[src/sv/mqm_ram.sv]
module mqm_ram #(
    parameter int WIDTH = 8,
    parameter int DEPTH = 16
) (
    input  logic                     aclk,
    input  logic                     we,
    input  logic [$clog2(DEPTH)-1:0] waddr,
    input  logic [WIDTH-1:0]         wdata,
    input  logic                     re,
    input  logic [$clog2(DEPTH)-1:0] raddr,
    output logic [WIDTH-1:0]         rdata
);

    logic [WIDTH-1:0] mem_reg [DEPTH];
    logic [WIDTH-1:0] rdata_reg;

    always_ff @(posedge aclk) begin
        if (we) begin
            mem_reg[waddr] <= wdata;
        end
        if (re) begin
            rdata_reg <= mem_reg[raddr];
        end
    end

    assign rdata = rdata_reg;

endmodule

[config.mk]
export PLATFORM = sky130hd
export DESIGN_NAME = mqm_ram
export DESIGN_NICKNAME = d
export VERILOG_FILES = /design/src/sv/mqm_ram.sv
export SDC_FILE = /design/constraint.sdc
export NUM_CORES = 1
export LEC_CHECK = 0
export ABC_CLOCK_PERIOD_IN_PS = 1800
export BUFFER_PORTS_ARGS = -buffer_cell sky130_fd_sc_hd__buf_2
export CORE_ASPECT_RATIO = 1.4
export CORE_MARGIN = 1
export CORE_UTILIZATION = 54
export CTS_CLUSTER_SIZE = 14
export DETAILED_ROUTE_END_ITERATION = 7
export PLACE_DENSITY = 0.74
export SETUP_SLACK_MARGIN = 0.15
export SKIP_CTS_REPAIR_TIMING = 1
export SYNTH_ARGS = -nofsm -noshare
export SYNTH_HDL_FRONTEND = slang
export SYNTH_SLANG_ARGS = --single-unit
[constraint.sdc]
create_clock -name aclk -period 1.8 [get_ports aclk]
set_clock_uncertainty 0.05 [all_clocks]
set_input_delay 0.27 -clock aclk [delete_from_list [all_inputs] [get_ports aclk]]
set_output_delay 0.27 -clock aclk [all_outputs]
set_load 0.05 [all_outputs]
## Word-level counts from Yosys, hierarchy flattened

Memories as Yosys holds them, arrays and structs flattened. A register that Yosys moved wholly into a read port is not among the register bits.
Index checks and enable logic that the tools add are counted.

- Flip-flop bits (word level): 0
- Bits in writable memories: 128
- Bits of input ports: 19
- Output and inout port bits: 8
- Logic and storage cells: 3
- Memories: 1

- Muxes and demuxes: 2

Memory list:

| memory | words | bits a word | read ports | clocked after Yosys merged registers in | write ports | RTL line | source |
|---|---|---|---|---|---|---|---|
| mem_reg | 16 | 8 | 1 | 1 | 1 | 14 | `logic [WIDTH-1:0] mem_reg [DEPTH];` |

Operator list:

| operator | count |
|---|---|
| $mux W1 | 2 |

## Depth between registers and ports, before layout

- Word-level depth: 2
- Gate-level depth with buffers: 5
- Depth with buffers taken out: 3

## Least setup slack after synthesis

OpenSTA, ideal clock, no wires.

- Kind: in2reg
- From: input waddr[2]
- To: memory mem_reg[0][0] (enable)
- Setup time: 383 ps
- Arrival: 1380 ps
- Required time: 1367 ps
- Slack: -13 ps
- Stages: 2
- Buffers on the path: 0
- Cell sequence: or3b_2 nor3_1

RTL lines:

| item | RTL line | source |
|---|---|---|
| start: declaration | 7 | `input logic [$clog2(DEPTH)-1:0] waddr,` |
| end: declaration | 14 |  |

No word-level cell before the write port.

==> results.json <==
{
  "wl_met1_mm": 3.75,
  "yosysTopAreaCellShare_pct": 78.1,
  "dr_wl_met3_um": 594,
  "post-route-period-util_pct": 87.1,
  "stdcell_count": 415,
  "hold-worst-slack_ps": 179,
  "dp_cells": 383,
  "peakVddDrop_uv": 842,
  "drt-vias-per-instance": 6.01,
  "antenna_found_initial": 0,
  "relSlewSlack_pct": 70.7,
  "crit_buf_inv": 0,
  "wl_met2_mm": 5.53,
  "max_cap_viol_count": 0,
  "rsz0062_at_grt": "no",
  "synth-seq-cells": 136,
  "overflow": 0,
  "endpoint_kind": "flip-flop",
  "initial_core_util_pct": 55.6,
  "max_freq_mhz": 638,
  "setup_slack_ps": 232,
  "setup_viol": 0,
  "wire_per_inst_um": 24.2,
  "power_frac_comb_pct": 5.6,
  "yosys_warnings": 0,
  "drive_gt1_share_pct": 33.4,
  "clkPwrFrac_pct": 44.6,
  "syn-num-nets": 248,
  "drt_wl_total_mm": 10.1,
  "final_nets": 311,
  "avgSynthCellArea_um2": 22.8,
  "clock-sinks": 136,
  "grt.total_usage_pct": 22.3,
  "start_kind": "flip-flop",
  "syn_to_final_growth_pct": 19.5,
  "power_density_mw_per_mm2": 1150,
  "die-area_mm2": 0.0101,
  "outcome": "finished clean",
  "tightest_slew_ps": 440,
  "drtAntennaViolNets": 0,
  "synthCells": 229,
  "first_pass_iters": 4,
  "slowest_stage": "mux4_1",
  "sequentialPowerShare_pct": 49.8,
  "root_buffer": "clkbuf_16",
  "drt_iter0_drc": 211,
  "synth_edf_count": 136,
  "yosys-top-cells-area": "edfxtp_1 (78%), mux4_2 (7.8%), mux4_1 (7.0%), a22oi_1 (2.3%), nor2_1 (0.93%)",
  "report.final.slew_viol_count": 0,
  "port_buffers": 26,
  "largest_register_ffs": 128,
  "die_width_um": 85.2,
  "internal_power_uw": 5740,
  "total_power_uw": 7200,
  "vias": 2495,
  "cts_tree": "done",
  "cp_max_fo": 1,
  "crit_arrival_ps": 1650,
  "p_sw_share_pct": 20.3,
  "grt_pass1_wl_mm": 15.4,
  "synthArstFlopShare_pct": 0,
  "hold_viol_final": 0,
  "tns_ps": 0,
  "remaining_drc_errors": 0,
  "gp_congestion": 0.753,
  "io_pins": 27,
  "synth.distinct_cells": 18,
  "cts_buffer_depth": 2,
  "crit_type": "flip-flop to flip-flop",
  "cts_buffers": 17,
  "cp.required_ps": 1890,
  "grt_max_degree": 17,
  "synthFlopType": "edfxtp_1",
  "netlist_area_mm2": 0.00523,
  "power.switching_uw": 1470,
  "clk_latency_ps": 400,
  "synth_most_common_cell": "edfxtp_1",
  "ctsHtreeMaxLevel": 4,
  "grt_pass1_vias": 2694,
  "dp_slack_ps": -50.0,
  "clk_pin_slew_ps": 50,
  "min_period_ps": 1570,
  "yosys.area.top_type": "edfxtp_1",
  "critical-path-top-delay-family": "multiplexers",
  "total_leakage_power_uw": 0.00214,
  "n_antenna_cell": 0,
  "coreArea_mm2": 0.00941,
  "critical_path.cell_chain": "mux4_1 -> a22oi_1 -> nand2_1",
  "dp_hpwl_mm": 6.48,
  "topRoutingLayerUsed": "met4",
  "hp-class": "input port to flip-flop",
  "seq_area_frac_synth_pct": 78.1,
  "std_cell_rows": 42,
  "ys_top_cells_by_count": "edfxtp_1 (136), mux4_2 (18), a22oi_1 (16), mux4_1 (14), nor2_1 (13)",
  "die_h_um": 118,
  "cp_slowest_stage_delay_ps": 510
}
final timing paths:
check,start,endpoint,slack [ps],cells after the start
max,mem_reg[10][1]$_DFFE_PP_,rdata[1]$_DFFE_PP_,230,3
min,re,rdata[0]$_DFFE_PP_,180,1
max reg2reg,mem_reg[10][1]$_DFFE_PP_,rdata[1]$_DFFE_PP_,230,3
min reg2reg,mem_reg[15][0]$_DFFE_PP_,rdata[0]$_DFFE_PP_,700,3
power by group through the flow:
stage | Sequential (µW) | Combinational, µW | Clock [µW]
floorplan | 3700 | 180 | 0
global placement | 3650 | 389 | 0
detailed placement | 3650 | 399 | 0
CTS | 3590 | 406 | 3240
global route | 3590 | 429 | 3380
finish | 3590 | 401 | 3210
cells by family (layout without fill, tap and decap cells):
logic type	count (synthesis)	in the layout	synth area share, %
flip-flops	136	136	78.1
AND/OR/NAND/NOR	35	35	3.14
multiplexers	32	32	14.8
AO/OA/AOI/OAI	16	16	2.30
buffers and inverters	10	86	1.65
placed cells by master, fill, tap and decap left out:
cell type / synthesis / final
clkbuf_16: 0 / 17
edfxtp_1: 136 / 136
bufinv_16: 0 / 2
and2_1: 1 / 1
or3b_2: 1 / 1
nor2_1: 13 / 13
buf_2: 3 / 26
clkinv_1: 0 / 4
nand3_1: 1 / 1
mux4_2: 18 / 18
nor2b_1: 1 / 1
clkinvlp_4: 0 / 5
nand3b_1: 2 / 2
a22oi_1: 16 / 16
buf_12: 0 / 5
nor3_1: 4 / 3
nor3_2: 0 / 1
clkinv_4: 0 / 1
clkinv_2: 0 / 3
nand2_1: 9 / 9
buf_4: 1 / 23
mux4_1: 14 / 14
and2b_1: 1 / 1
nand2b_1: 2 / 2
layout make-up:
type / instances / area [µm²]
Clock inverter: 15 / 136
Tap cell: 110 / 138
Fill cell: 584 / 3160
Sequential cell: 136 / 4080
Timing Repair Buffer: 54 / 403
Clock buffer: 17 / 425
Multi-Input combinational cell: 83 / 1060
metal layers:
layer	vias up	track usage, %
li1	1111	-
met1	1268	27.3
met2	99	38.0
met3	17	4.96
met4	0	9.53
met5	-	0
per-stage QoR:
stage | instance area, µm² | util [%]
after floorplan | 5230 | -
after global placement | 5690 | 60.5
after detailed placement | 5690 | 60.5
after CTS | 6250 | 66.4
after global routing | 6250 | 66.4
final | 6250 | 66.4
Power figures use the tool's default switching activity.
