--- config.mk ---
export PLATFORM = sky130hd
export DESIGN_NAME = mqm_ctrl
export DESIGN_NICKNAME = d
export VERILOG_FILES = /design/src/sv/mqm_pkg.sv /design/src/sv/mqm_ctrl.sv
export SDC_FILE = /design/constraint.sdc
export NUM_CORES = 1
export LEC_CHECK = 0
export ABC_AREA = 1
export BUFFER_PORTS_ARGS = -buffer_cell sky130_fd_sc_hd__clkbuf_2
export CAP_MARGIN = 5
export CELL_PAD_IN_SITES_DETAIL_PLACEMENT = 1
export CELL_PAD_IN_SITES_GLOBAL_PLACEMENT = 1
export CORE_MARGIN = 10
export CORE_UTILIZATION = 34
export DETAILED_ROUTE_END_ITERATION = 16
export PLACE_DENSITY_LB_ADDON = 0.08
export SETUP_SLACK_MARGIN = 0.15
export SLEW_MARGIN = 5
export SYNTH_ARGS = -nofsm -noshare
export SYNTH_HDL_FRONTEND = slang
export SYNTH_SLANG_ARGS = --single-unit
export TNS_END_PERCENT = 100
--- constraint.sdc ---
create_clock -name aclk -period 8.1 [get_ports aclk]
set_input_delay 1.62 -clock aclk [delete_from_list [all_inputs] [get_ports aclk]]
set_output_delay 1.62 -clock aclk [all_outputs]
set_load 0.01 [all_outputs]
--- src/sv/mqm_pkg.sv ---
package mqm_pkg;

    // sizing
    localparam int QUEUE_DEPTH  = 16;
    localparam int REGION_COUNT = 9;
    localparam int PAYLOAD_BITS = 64;

    localparam int QUEUE_COUNT = REGION_COUNT + 1;
    localparam int PTR_W       = $clog2(QUEUE_DEPTH);
    localparam int FILL_W      = $clog2(QUEUE_DEPTH + 1);
    localparam int QID_W       = $clog2(QUEUE_COUNT);
    localparam int SLOT_DEPTH  = QUEUE_COUNT * QUEUE_DEPTH;
    localparam int SLOT_AW     = $clog2(SLOT_DEPTH);

    // field widths
    localparam int CMD_W    = 2;
    localparam int TARGET_W = 4;
    localparam int WORD_W   = 64;
    localparam int MAXC_W   = 5;
    localparam int COUNT_W  = 5;

    localparam int MAX_POP   = 16;
    localparam int COUNT_MAX = 31;

    localparam int S_TDATA_BITS = TARGET_W + WORD_W + MAXC_W;
    localparam int S_TDATA_W    = ((S_TDATA_BITS + 7) / 8) * 8;
    localparam int M_TDATA_BITS = COUNT_W + WORD_W;
    localparam int M_TDATA_W    = ((M_TDATA_BITS + 7) / 8) * 8;

    typedef enum logic [CMD_W-1:0] {
        CMD_SEND  = 2'd0,
        CMD_RECV  = 2'd1,
        CMD_QUERY = 2'd2,
        CMD_NONE  = 2'd3
    } cmd_t;

    // per-queue ring descriptor
    typedef struct packed {
        logic [PTR_W-1:0]  head;
        logic [PTR_W-1:0]  tail;
        logic [FILL_W-1:0] fill;
    } desc_t;

    localparam int DESC_W = $bits(desc_t);

    typedef struct packed {
        logic             we;
        logic [QID_W-1:0] waddr;
        desc_t            wdata;
        logic             re;
        logic [QID_W-1:0] raddr;
    } desc_req_t;

    typedef struct packed {
        logic                    we;
        logic [SLOT_AW-1:0]      waddr;
        logic [PAYLOAD_BITS-1:0] wdata;
        logic                    re;
        logic [SLOT_AW-1:0]      raddr;
    } slot_req_t;

    typedef enum logic [2:0] {
        ST_IDLE,
        ST_DESC,
        ST_POP_RD,
        ST_POP_WAIT,
        ST_RESULT
    } state_t;

    function automatic logic [PTR_W-1:0] ptr_inc(input logic [PTR_W-1:0] p);
        return (32'(p) == QUEUE_DEPTH - 1) ? '0 : p + PTR_W'(1);
    endfunction

    function automatic logic [COUNT_W-1:0] sat_count(input logic [FILL_W-1:0] v);
        return (32'(v) > COUNT_MAX) ? COUNT_W'(COUNT_MAX) : COUNT_W'(v);
    endfunction

    function automatic logic [SLOT_AW-1:0] slot_addr(input logic [QID_W-1:0] q,
                                                     input logic [PTR_W-1:0] p);
        return SLOT_AW'(32'(q) * QUEUE_DEPTH + 32'(p));
    endfunction

endpackage

--- src/sv/mqm_ctrl.sv ---
module mqm_ctrl
    import mqm_pkg::*;
(
    input  logic                    aclk,
    input  logic                    aresetn,
    // request side
    input  logic                    in_valid,
    output logic                    in_ready,
    input  cmd_t                    in_cmd,
    input  logic [TARGET_W-1:0]     in_target,
    input  logic [WORD_W-1:0]       in_word,
    input  logic [MAXC_W-1:0]       in_maxc,
    // result side
    output logic                    out_valid,
    input  logic                    out_ready,
    output logic [COUNT_W-1:0]      out_count,
    output logic                    out_has,
    output logic [WORD_W-1:0]       out_word,
    output logic                    out_last,
    // memories
    output desc_req_t               desc_req,
    input  logic [DESC_W-1:0]       desc_rdata,
    output slot_req_t               slot_req,
    input  logic [PAYLOAD_BITS-1:0] slot_rdata
);

    state_t state_reg, state_next;

    cmd_t                  cmd_reg;
    logic [QID_W-1:0]      qid_reg;
    logic                  qok_reg;
    logic                  bcast_reg;
    logic [WORD_W-1:0]     word_reg;
    logic [MAXC_W-1:0]     maxc_reg;
    logic [PTR_W-1:0]      ptr_reg;
    logic [COUNT_W-1:0]    remain_reg;
    logic [COUNT_W-1:0]    cnt_reg;
    logic                  dvalid_reg;
    logic [QUEUE_COUNT-1:0] valid_reg;

    logic                  out_valid_reg;
    logic [COUNT_W-1:0]    out_count_reg;
    logic                  out_has_reg;
    logic [WORD_W-1:0]     out_word_reg;
    logic                  out_last_reg;

    logic                  accept;
    logic                  out_free;
    logic                  in_bcast;
    logic                  in_qok;
    logic [TARGET_W+QID_W-1:0] in_tgt_ext;
    logic [QID_W-1:0]      in_qid;
    desc_t                 d;
    logic [COUNT_W-1:0]    lim;
    logic [COUNT_W-1:0]    n;
    logic [31:0]           head_sum;
    logic                  store_ok;
    logic                  bcast_more;
    logic                  load_res;
    logic                  load_pop;

    assign accept   = in_valid && (state_reg == ST_IDLE);
    assign out_free = !out_valid_reg || out_ready;

    // request decode, targets past the self queue look at queue zero
    assign in_bcast   = (32'(in_target) >= QUEUE_COUNT) && (in_cmd == CMD_SEND);
    assign in_qok     = (32'(in_target) < QUEUE_COUNT) || in_bcast;
    assign in_tgt_ext = {{QID_W{1'b0}}, in_target};
    assign in_qid     = (32'(in_target) < QUEUE_COUNT) ? in_tgt_ext[QID_W-1:0] : '0;

    // descriptor as read, never-written queues read as empty
    assign d = dvalid_reg ? desc_t'(desc_rdata) : '0;

    assign lim = (32'(maxc_reg) > MAX_POP) ? COUNT_W'(MAX_POP) : maxc_reg;
    always_comb begin
        if (!qok_reg) begin
            n = '0;
        end else if (32'(d.fill) < 32'(lim)) begin
            n = COUNT_W'(d.fill);
        end else begin
            n = lim;
        end
    end

    assign head_sum   = 32'(d.head) + 32'(n);
    assign store_ok   = (cmd_reg == CMD_SEND) && qok_reg && (32'(d.fill) < QUEUE_DEPTH);
    assign bcast_more = (cmd_reg == CMD_SEND) && bcast_reg
                        && (32'(qid_reg) < REGION_COUNT - 1);

    // next state
    always_comb begin
        state_next = state_reg;
        unique case (state_reg)
            ST_IDLE: begin
                if (in_valid) begin
                    state_next = ST_DESC;
                end
            end
            ST_DESC: begin
                priority if (bcast_more) begin
                    state_next = ST_DESC;
                end else if ((cmd_reg == CMD_RECV) && (n != '0)) begin
                    state_next = ST_POP_RD;
                end else begin
                    state_next = ST_RESULT;
                end
            end
            ST_POP_RD: begin
                state_next = ST_POP_WAIT;
            end
            ST_POP_WAIT: begin
                if (out_free) begin
                    state_next = (remain_reg == '0) ? ST_IDLE : ST_POP_RD;
                end
            end
            ST_RESULT: begin
                if (out_free) begin
                    state_next = ST_IDLE;
                end
            end
            default: state_next = ST_IDLE;
        endcase
    end

    // memory requests and load strobes
    always_comb begin
        desc_req = '0;
        slot_req = '0;
        load_res = 1'b0;
        load_pop = 1'b0;
        unique case (state_reg)
            ST_IDLE: begin
                desc_req.re    = in_valid;
                desc_req.raddr = in_qid;
            end
            ST_DESC: begin
                desc_req.waddr = qid_reg;
                desc_req.raddr = qid_reg + QID_W'(1);
                desc_req.re    = bcast_more;
                if (store_ok) begin
                    desc_req.we         = 1'b1;
                    desc_req.wdata.head = d.head;
                    desc_req.wdata.tail = ptr_inc(d.tail);
                    desc_req.wdata.fill = d.fill + FILL_W'(1);
                    slot_req.we         = 1'b1;
                    slot_req.waddr      = slot_addr(qid_reg, d.tail);
                    slot_req.wdata      = word_reg[PAYLOAD_BITS-1:0];
                end else if ((cmd_reg == CMD_RECV) && (n != '0)) begin
                    desc_req.we         = 1'b1;
                    desc_req.wdata.head = (head_sum >= QUEUE_DEPTH)
                                          ? PTR_W'(head_sum - QUEUE_DEPTH)
                                          : PTR_W'(head_sum);
                    desc_req.wdata.tail = d.tail;
                    desc_req.wdata.fill = FILL_W'(32'(d.fill) - 32'(n));
                end
            end
            ST_POP_RD: begin
                slot_req.re    = 1'b1;
                slot_req.raddr = slot_addr(qid_reg, ptr_reg);
            end
            ST_POP_WAIT: begin
                load_pop = out_free;
            end
            ST_RESULT: begin
                load_res = out_free;
            end
            default: ;
        endcase
    end

    always_ff @(posedge aclk) begin
        if (!aresetn) begin
            state_reg     <= ST_IDLE;
            valid_reg     <= '0;
            out_valid_reg <= 1'b0;
            dvalid_reg    <= 1'b0;
        end else begin
            state_reg <= state_next;
            if (desc_req.re) begin
                dvalid_reg <= valid_reg[desc_req.raddr];
            end
            if (desc_req.we) begin
                valid_reg[desc_req.waddr] <= 1'b1;
            end
            if (load_res || load_pop) begin
                out_valid_reg <= 1'b1;
            end else if (out_ready) begin
                out_valid_reg <= 1'b0;
            end
        end
    end

    // datapath registers
    always_ff @(posedge aclk) begin
        if (accept) begin
            cmd_reg   <= in_cmd;
            qid_reg   <= in_qid;
            qok_reg   <= in_qok;
            bcast_reg <= in_bcast;
            word_reg  <= in_word;
            maxc_reg  <= in_maxc;
            cnt_reg   <= '0;
        end
        if (state_reg == ST_DESC) begin
            unique case (cmd_reg)
                CMD_SEND: begin
                    if (store_ok && (32'(cnt_reg) < COUNT_MAX)) begin
                        cnt_reg <= cnt_reg + COUNT_W'(1);
                    end
                end
                CMD_RECV: begin
                    cnt_reg    <= n;
                    remain_reg <= n;
                    ptr_reg    <= d.head;
                end
                CMD_QUERY: begin
                    cnt_reg <= qok_reg ? sat_count(d.fill) : '0;
                end
                CMD_NONE: begin
                    cnt_reg <= '0;
                end
                default: ;
            endcase
            if (bcast_more) begin
                qid_reg <= qid_reg + QID_W'(1);
            end
        end
        if (state_reg == ST_POP_RD) begin
            ptr_reg    <= ptr_inc(ptr_reg);
            remain_reg <= remain_reg - COUNT_W'(1);
        end
        if (load_res) begin
            out_count_reg <= cnt_reg;
            out_has_reg   <= 1'b0;
            out_word_reg  <= '0;
            out_last_reg  <= 1'b1;
        end else if (load_pop) begin
            out_count_reg <= cnt_reg;
            out_has_reg   <= 1'b1;
            out_word_reg  <= WORD_W'(slot_rdata);
            out_last_reg  <= (remain_reg == '0);
        end
    end

    assign in_ready  = (state_reg == ST_IDLE);
    assign out_valid = out_valid_reg;
    assign out_count = out_count_reg;
    assign out_has   = out_has_reg;
    assign out_word  = out_word_reg;
    assign out_last  = out_last_reg;

endmodule

# After elaboration in Yosys (flattened, before gate mapping)
# Cells that the tools add are included.
# W data, S select, Z words.
[classes] eq_ne=12 n_bitwise=1 mux=48 n_lt_le_gt_ge=11 n_addsub=11 n_reduce_logical=24
[op_table] cell="$mux W73" n=2
[op_table] cell="$mux W5" n=12
[op_table] cell="$mux W4" n=10
[op_table] cell="$mux W13" n=3
[op_table] cell="$pmux W5 S4" n=1
[op_table] cell="$mux W18" n=1
[op_table] cell="$add A8 B4 Y8" n=2
[op_table] cell="$mux W3" n=5
[op_table] cell="$pmux W3 S5" n=1
[op_table] cell="$add A4 B1 Y4 const B" n=3
[op_table] cell="$add A5 B1 Y5 const B" n=2
[op_table] cell="$lt A4 B5 Y1 const B" n=2
[op_table] cell="$lt A5 B5 Y1 const B" n=2
[op_table] cell="$or A10 B10 Y10" n=1
[op_table] cell="$pmux W5 S2" n=1
[op_table] cell="$logic_and A1 B1 Y1" n=9
[op_table] cell="$mux W9" n=1
[op_table] cell="$eq A4 B4 Y1 const B" n=2
[op_table] cell="$lt A4 B4 Y1 const B" n=2
[op_table] cell="$mux W1" n=8
[op_table] cell="$reduce_bool A2 Y1" n=4
[op_table] cell="$add A4 B5 Y6" n=1
[op_table] cell="$eq A3 B2 Y1 const B" n=2
[op_table] cell="$ge A6 B5 Y1 const B" n=1
[op_table] cell="23 further kinds" n=29
[totals] reg_bits=177 out_inout_bits=178 wordCells=124

# Logic depth before layout (Yosys ltp)
# Gate-level depths: netlist of the first run.
[logic_depth] depth_word=16 depth_mapped=19

# Worst setup path before layout of the first run
# Ideal clock, no wire load.
[synth_path] path_kind="input-to-output" startpoint="input port in_valid" endpoint="output port desc_req[4] in the netlist's numbering" path_slack_ns=1.102 required_time_ns=6.480 stages=4 arrival_time_ns=5.378 path_cell_list="inv_1 > nor2_1 > nor2_1 > inv_1"
[synth_lines] item="from (decl)" line="mqm_ctrl.sv:7" rtl="input logic in_valid,"
[synth_lines] item="to (decl)" line="mqm_ctrl.sv:21" rtl="output desc_req_t desc_req,"

==> results by stage, run 1 <==
STA:
- At the pin with the least slew margin, the transition time is ~1000 ps.
- The final hold violation count is 0.
- The final total negative setup slack is 0 ps.
- Subtracting the final worst setup slack from the clock period gives a little over 6000 ps.
- The timing-limited maximum frequency is between 0.15 and 0.2 GHz.
- The worst path uses between 70% and 80% of the clock period.
- The clock skew after layout is ~15 ps.
- Measured against its own limit, the worst slew margin works out to between 30% and 40%.
- The number of max-slew violations in the final report came to 0.
- Once routing completed, OpenROAD measured the worst setup slack at 2000 ps.
- Setup repair after global routing left no endpoint under its margin.
- The count of final setup violators is 0.

Critical path:
- The maximum net fanout on the critical path is 6.
- In this run the critical register-to-register path is launched from dvalid_reg.
- The endpoint type of the worst setup path is an output pin.
- The cell with the largest stage delay on the worst path is sky130_fd_sc_hd__fa_1.
- The worst-case reg-to-reg path depth is 13.
- Across all register-to-register paths, the minimum setup slack is 5180 ps.
- The timing endpoint of the critical path is desc_req[9].
- The worst setup path startpoint is desc_rdata[2].
- Traced cell by cell, the critical path runs through clkbuf_2 > nand2_1 > inv_1 > ha_1 > a21oi_1 > nor2_1 > nor2_2 > nand3_1 > nand3_1 > inv_1 > ha_1 > fa_1 > nor2_1 > a211oi_1 > xor2_1 > a21oi_1 > clkbuf_2.
- The type of the setup path with the least slack is input pin to output pin.
- The peak per-stage delay on the critical path is 410 ps.
- For the worst setup path, the data arrival time is between 4000 and 5000 ps.
- Data on the critical path is required at its endpoint by around 6500 ps.
- The worst setup path is launched from an input pin.
- The end of the worst register-to-register path is valid_reg[1].

Synthesis:
- A synthesized cell averages 8.39 um^2.
- The async set-or-reset flop fraction in the synthesized netlist is 0%.
- The Yosys step of the flow raised 0 warnings.
- Synthesis produced a netlist with a net count of about 1100.
- For this run, the register share of the synthesized area comes to between 50 and 60%.
- By instance count, the leading cell after synthesis is sky130_fd_sc_hd__nor2_1.
- Counting flops and latches in the post-synthesis netlist gives 177.
- After synthesis, the cell types taking the most area are sky130_fd_sc_hd__edfxtp_1 33%, sky130_fd_sc_hd__dfxtp_1 23%, sky130_fd_sc_hd__nor2_1 12%.
- The cell area that synthesis handed to floorplanning was around 8000 um^2.
- The synthesized design spends more area on one cell type than any other, namely sky130_fd_sc_hd__edfxtp_1.
- Ranked by instance count, the synthesized netlist is headed by 259 x sky130_fd_sc_hd__nor2_1, 165 x sky130_fd_sc_hd__nand2_1, 99 x sky130_fd_sc_hd__o21ai_0.
- After synthesis, the netlist uses 36 different library cells.
- In this run, synthesis inferred 87 flip-flops with an integrated enable.
- The fraction of synthesized cell area taken by the top area cell type is between 30% and 40%.
- Counting every instance in the synthesized netlist gives between 900 and 1000.
- For this run, the leading register cell type out of synthesis is sky130_fd_sc_hd__dfxtp_1.

Route:
- The final antenna-violating net count is 0.
- Using the TritonRoute via totals, the vias-per-cell ratio works out to approximately 4.7.
- The detail-routed net length per standard cell is between 15 and 20 um.
- After detailed routing, the number of remaining DRC violations is 0.
- The iteration count of the initial detailed-routing pass is 4.
- The aggregate routed wire length is 28700 um.
- The detailed router placed between 7000 and 8000 vias in this run.
- The first routing iteration left 342 violations.

Die:
- The die width is 173 um.
- The number of standard-cell rows in the floorplan is between 50 and 60.
- The die covers ~30000 um^2.
- The starting utilization of the core area is approximately 34%.
- The I/O pin count is 334.
- The core area is around 23000 um^2.
- The die is approximately 170 um tall.

GRT:
- The aggregate global-route resource usage is 18.6%.
- After global routing the overflow that remains totals 0.
- The first global-routing pass estimated approximately 45000 um of wire.
- The initial antenna violation count came to 2.
- The maximum number of pins on one net before global-route repair is just under 80.
- The number of global-route vias before repair is 7894.

Place:
- During placement, the flow inserted port buffers numbering 333.
- OpenSTA, run right after detailed placement, puts the worst setup slack at approximately 2000 ps.
- The placed instance area is 9960 um^2.
- Routability-driven placement finished with a final weighted congestion of approximately 0.82.
- Once placement completed, the tool counted placed cells totaling between 1500 and 2000.
- The placed wire-length estimate after detailed placement is 21900 um.

Final layout:
- The fraction of layout cells with a size suffix above 1 is 31.1%.
- The core utilization of the finished layout is about 45%.
- The number of fill cells is 2929.
- The number of non-filler instances in the completed layout is between 1500 and 2000.
- The final net count is 1444.
- The layout overhead on the synthesized area is 32.4%.
- The finished cells cover roughly 11000 um^2.

Power:
- The worst-case IR drop observed on VDD is between 0.15 and 0.2 mV.
- The leakage power is around 5.0 nW.
- In this run the power density over the cells is 256 nW/um^2.

Worst hold path:
- The worst min-delay path category is flip-flop to flip-flop.

CTS:
- Post-CTS repair changed the size of 0 cells.
- TritonCTS built the clock tree.
- The buffer depth of the longest clock path is 2.
- In this run, CTS created clock tree buffers numbering 17.
- Clock-pin slew was measured on the worst setup and hold paths at 70 ps.
- The clock drives around 180 sinks.
- Clock tree synthesis selected as its root buffer the cell sky130_fd_sc_hd__clkbuf_16.
- The count of buffers added by post-CTS timing repair for setup is 0.
- The clock latency reported for the late side of the worst-skew pair is 420 ps.
- The H-tree depth is 4.
- The count of hold-fix buffers inserted at cts is 0.

Flow run:
- The max capacitance violation total is 0.

Outcome:
- The flow ran to the end, and the final reports show no timing, DRC or antenna violations.
## how the worst min path moves through the flow
stage | depth (start not counted) | endpoint | startpoint | slack [ps]
floorplan | 2 | valid_reg[2] | valid_reg[2] | 430
global placement | 2 | valid_reg[8] | valid_reg[8] | 440
detailed placement | 2 | valid_reg[8] | valid_reg[8] | 440
CTS | 2 | valid_reg[8] | valid_reg[8] | 450
global route | 2 | valid_reg[6] | valid_reg[6] | 470
finish | 2 | valid_reg[8] | valid_reg[8] | 450
## metal layers
layer / global-route usage, % / share of wire, % / up-vias
met3: 7.45 / 9.1 / 28
met4: 5.39 / 1.8 / 2
met5: 0 / 0.045 / -
li1: - / - / 3730
met1: 20.4 / 39 / 3499
met2: 32.4 / 50 / 222
## critical path: cells and delay by family
| kind | cells | cell delay, ps |
|---|---|---|
| fa+ha+maj | 3 | 960 |
| buf+inv | 4 | 470 |
| xor+xnor | 1 | 160 |
| compound gates | 3 | 370 |
| simple gates | 6 | 890 |
## cell usage in the layout, fill, tap and decap left out, drive strengths merged
master and count:
clkbuf 351, nor2 262, nand2 171, o21ai 100, dfxtp 90, edfxtp 87, inv 74, a21oi 32
nand3 31, ha 17, xor2 14, nor3 10, buf 9, o211ai 5, xnor2 4, o221ai 4
clkinvlp 4, bufinv 3, o22ai 2, o31ai 2, fa 2, diode 1, a21o 1, o21bai 1
nand4 1, a211oi 1, a221oi 1, mux2i 1, or2 1, clkinv 1
## area by class of cell
cell class	count	area [um^2]	area share, %
inverter	68	255	2.41
tap	319	399	3.77
sequential	177	4410	41.7
clock buffer	18	429	4.05
clock inverter	14	199	1.88
timing repair buffer	342	1730	16.4
multi-input combinational	663	3160	29.8
antenna	1	2.50	0.0236
## through the flow
step / power, mW / hold slack (ps)
finish: 2.72 / 446
CTS: 2.76 / 449
global route: 2.88 / 468
floorplan: 1.58 / 427
global placement: 1.85 / 438
detailed placement: 1.87 / 438
## cells by family (layout without fill, tap and decap cells)
family / after synthesis / count (layout) / synth area share (%)
simple gates: 476 / 476 / 23.9
flops: 177 / 177 / 55.2
compound gates: 149 / 149 / 10.1
buf+inv: 114 / 442 / 5.57
fa+ha+maj: 19 / 19 / 3.16
xor+xnor: 18 / 18 / 1.97
mux: 1 / 1 / 0.125
other cells: 0 / 1 / 0
## power breakdown
part | internal (mW) | total [mW] | switching (mW)
Clock | 0.499 | 0.878 | 0.379
Combinational | 0.228 | 0.660 | 0.432
Sequential | 1.10 | 1.18 | 0.0767
(Power assumes the default switching activity.)
==> inputs of run 2 (changes only) <==
clock period = 6.1 ns   (was 8.1 ns; I/O delays follow)
==> run 2 against run 1 <==
Net effect:
- total power is 34% higher
- clock-buffer cell count stayed put
- routed wire length is 0.21% higher
- worst setup slack worse by 1200 ps
- critical path type unchanged
==> results by stage, run 2 (synthesis results as in run 1) <==
Outcome:
- The run finished with clean final reports.

Final layout:
- The final net count is 1446.
- Registers take roughly 4400 um^2.
- The number of antenna diodes in the final layout is 0.
- The top cell types in the final layout, fill and taps aside, are 333 x sky130_fd_sc_hd__clkbuf_2, 257 x sky130_fd_sc_hd__nor2_1, 165 x sky130_fd_sc_hd__nand2_1, 99 x sky130_fd_sc_hd__o21ai_0, 90 x sky130_fd_sc_hd__dfxtp_1.
- The most common library cell in the layout ignoring fill and taps is sky130_fd_sc_hd__clkbuf_2.
- The post-layout instance area is 10600 um^2.
- Cells with a size suffix above 1 make up 31.2% of the layout.
- The multi-input combinational cells in the finished layout cover a total of between 3000 and 4000 um^2.
- The layout has 2899 filler cells.
- The layout overhead on the synthesized area is 32.7%.

Power:
- IR analysis of the VDD net gives a maximum drop of roughly 0.18 mV.
- Per report_power, the sequential group accounts for 42.9% of the total.
- The power spent charging and discharging nets is approximately 1.2 mW.
- Net switching is around a third of the power.
- The combinational share of power is 24.0%.
- The leakage power is a little over 5 nW.
- The power density over the cells is 343 nW/um^2.
- The clock network burns approximately 33% of the power.
- The total internal power is between 2 and 2.5 mW.

STA:
- The final hold violation count is 0.
- In the final timing run, aggregate negative setup slack is 0 ps.
- Setup violations remaining at the end of the flow were counted as 0.
- The worst path uses just under 90% of the clock period.
- In this run the tightest slew margin relative to its limit is a little under a third.
- The number of max-slew violations in the final report is 0.
- The shortest period the worst path allows is approximately 5300 ps.
- Setup repair after global routing left no endpoint under its margin.
- Between clock sinks in the finished design, the worst skew comes to between 15 and 20 ps.
- The actual transition at the worst max-transition pin is roughly 1000 ps.
- The timing-limited maximum frequency is around 0.19 GHz.

Place:
- The weighted congestion at the end of routability-driven global placement is 0.821.
- The number of port buffers is roughly 330.
- Summing all placed instances gives a cell area of about 10000 um^2.
- Detailed placement ended at an HPWL of approximately 22000 um.

CTS:
- The cell chosen for the clock root is sky130_fd_sc_hd__clkbuf_16.
- The clock net sink count is about 180.
- The count of buffers added by post-CTS timing repair for setup is 0.
- Clock-pin slew was measured on the worst setup and hold paths at 70 ps.
- The H-tree was split into 4 levels.
- The buffer depth of the longest clock path is 2.
- Gates resized during post-CTS repair numbered 0.
- For the worst-skew pair, the clock arrives at the later sink with an insertion delay of 440 ps.
- The CTS buffer count is 17.
- The TritonCTS clock tree is built.
- Hold repair after CTS inserted 0 buffers.

GRT:
- The aggregate global-route resource usage is a little under a fifth.
- Entering global routing, the biggest net connects 76 pins.
- The first-pass GRT wire length is 44500 um.
- The number of global-route vias before repair is about 8000.
- The initial antenna violation count is 1.
- Summed over all layers, the global routing overflow is 0.

Route:
- Dividing the detail-routed wire length by the instance count gives ~18 um.
- The first routing iteration left roughly 320 violations.
- The total DRC errors in the routed layout is 0.
- The final antenna-violating net count is 0.
- Before antenna repair, the detailed router went through 4 iterations.
- The aggregate routed wire length is between 20000 and 30000 um.
- The detailed-route vias per instance is 4.65.
- Detailed routing inserted a total of 7460 vias.

Die:
- In this run the standard cell core region covers between 20000 and 25000 um^2.
- The die width is roughly 170 um.
- In this run the count of I/O pins placed on the die edge is about 330.
- The height of the die is 173 um.
- Once the floorplan was initialized, standard cells occupied 34.3% of the core.
- After floorplanning, the core was divided into 56 placement rows.
- The die covers between 30000 and 40000 um^2.

Critical path:
- The endpoint required time on the critical path is roughly 4900 ps.
- In this run the critical register-to-register path is launched from dvalid_reg.
- The critical path arrival is about 4100 ps.
- The setup check on the worst reg-to-reg path leaves a slack of 3150 ps.
- The worst-case reg-to-reg path depth is 13.
- The worst register-to-register path ends at valid_reg[5].
- The critical path startpoint category is an input pin.
- The endpoint type of the worst setup path is an output pin.
- The type of the setup path with the least slack is input pin to output pin.
- Of all nets on the critical path, the largest fanout is 6.

Worst hold path:
- The worst min-delay path category is flip-flop to flip-flop.
- The worst hold path depth is 2.
- The worst hold path terminates at valid_reg[2].
- The worst hold path begins at valid_reg[2].

Flow run:
- The max capacitance violation total is 0.
## run 2: area by class of cell
class	count	area share, %
Clock buffer	18	4.04
Inverter	68	2.40
Clock inverter	14	2.05
Sequential cell	177	41.6
Multi-Input combinational cell	663	29.7
Tap cell	319	3.76
Timing Repair Buffer	344	16.5
## run 2: worst max-delay path: stages
cell and delay (ps):
sky130_fd_sc_hd__clkbuf_2 100, sky130_fd_sc_hd__nand2_1 150, sky130_fd_sc_hd__inv_1 110, sky130_fd_sc_hd__ha_1 320
sky130_fd_sc_hd__a21oi_1 160, sky130_fd_sc_hd__nor2_1 70, sky130_fd_sc_hd__nor2_2 260, sky130_fd_sc_hd__nand3_1 110
sky130_fd_sc_hd__nand3_1 190, sky130_fd_sc_hd__inv_1 90, sky130_fd_sc_hd__ha_1 230, sky130_fd_sc_hd__fa_1 410
sky130_fd_sc_hd__nor2_1 130, sky130_fd_sc_hd__a211oi_1 60, sky130_fd_sc_hd__xor2_1 170, sky130_fd_sc_hd__a21oi_1 160
sky130_fd_sc_hd__clkbuf_2 160
## run 2: power by group through the flow
stage	sequential (mW)	combinational, mW	clock, mW
2_1_floorplan	1.62	0.479	0
3_3_place_gp	1.58	0.878	0
3_5_place_dp	1.59	0.892	0
4_1_cts	1.57	0.898	1.24
5_1_grt	1.59	0.994	1.29
6_report	1.56	0.876	1.20
## run 2: worst max path at each step
stage	startpoint	endpoint	slack (ps)	cells past startpoint
after floorplan	in_valid	desc_req[4]	1210	4
after global placement	desc_rdata[2]	desc_req[9]	860	17
after detailed placement	desc_rdata[2]	desc_req[9]	790	17
after CTS	desc_rdata[2]	desc_req[9]	780	17
after global routing	desc_rdata[2]	desc_req[9]	490	17
final	desc_rdata[2]	desc_req[9]	780	17
## run 2: per-stage QoR
step	total power [mW]	hold WS [ps]	setup slack (ps)	std cells	util, %
floorplan	2.10	427	1210	954	-
global placement	2.46	437	864	1571	42.7
detailed placement	2.48	440	790	1571	42.7
CTS	3.70	452	780	1603	45.5
global route	3.87	471	487	1603	45.5
finish	3.64	449	782	1603	45.5
## run 2: layer usage
metal,up-vias,routed length [um],track usage (%)
li1,3748,-,-
met1,3458,11000,19.5
met2,218,14300,32.3
met3,34,2870,8.67
met4,2,597,5.86
met5,-,17,0
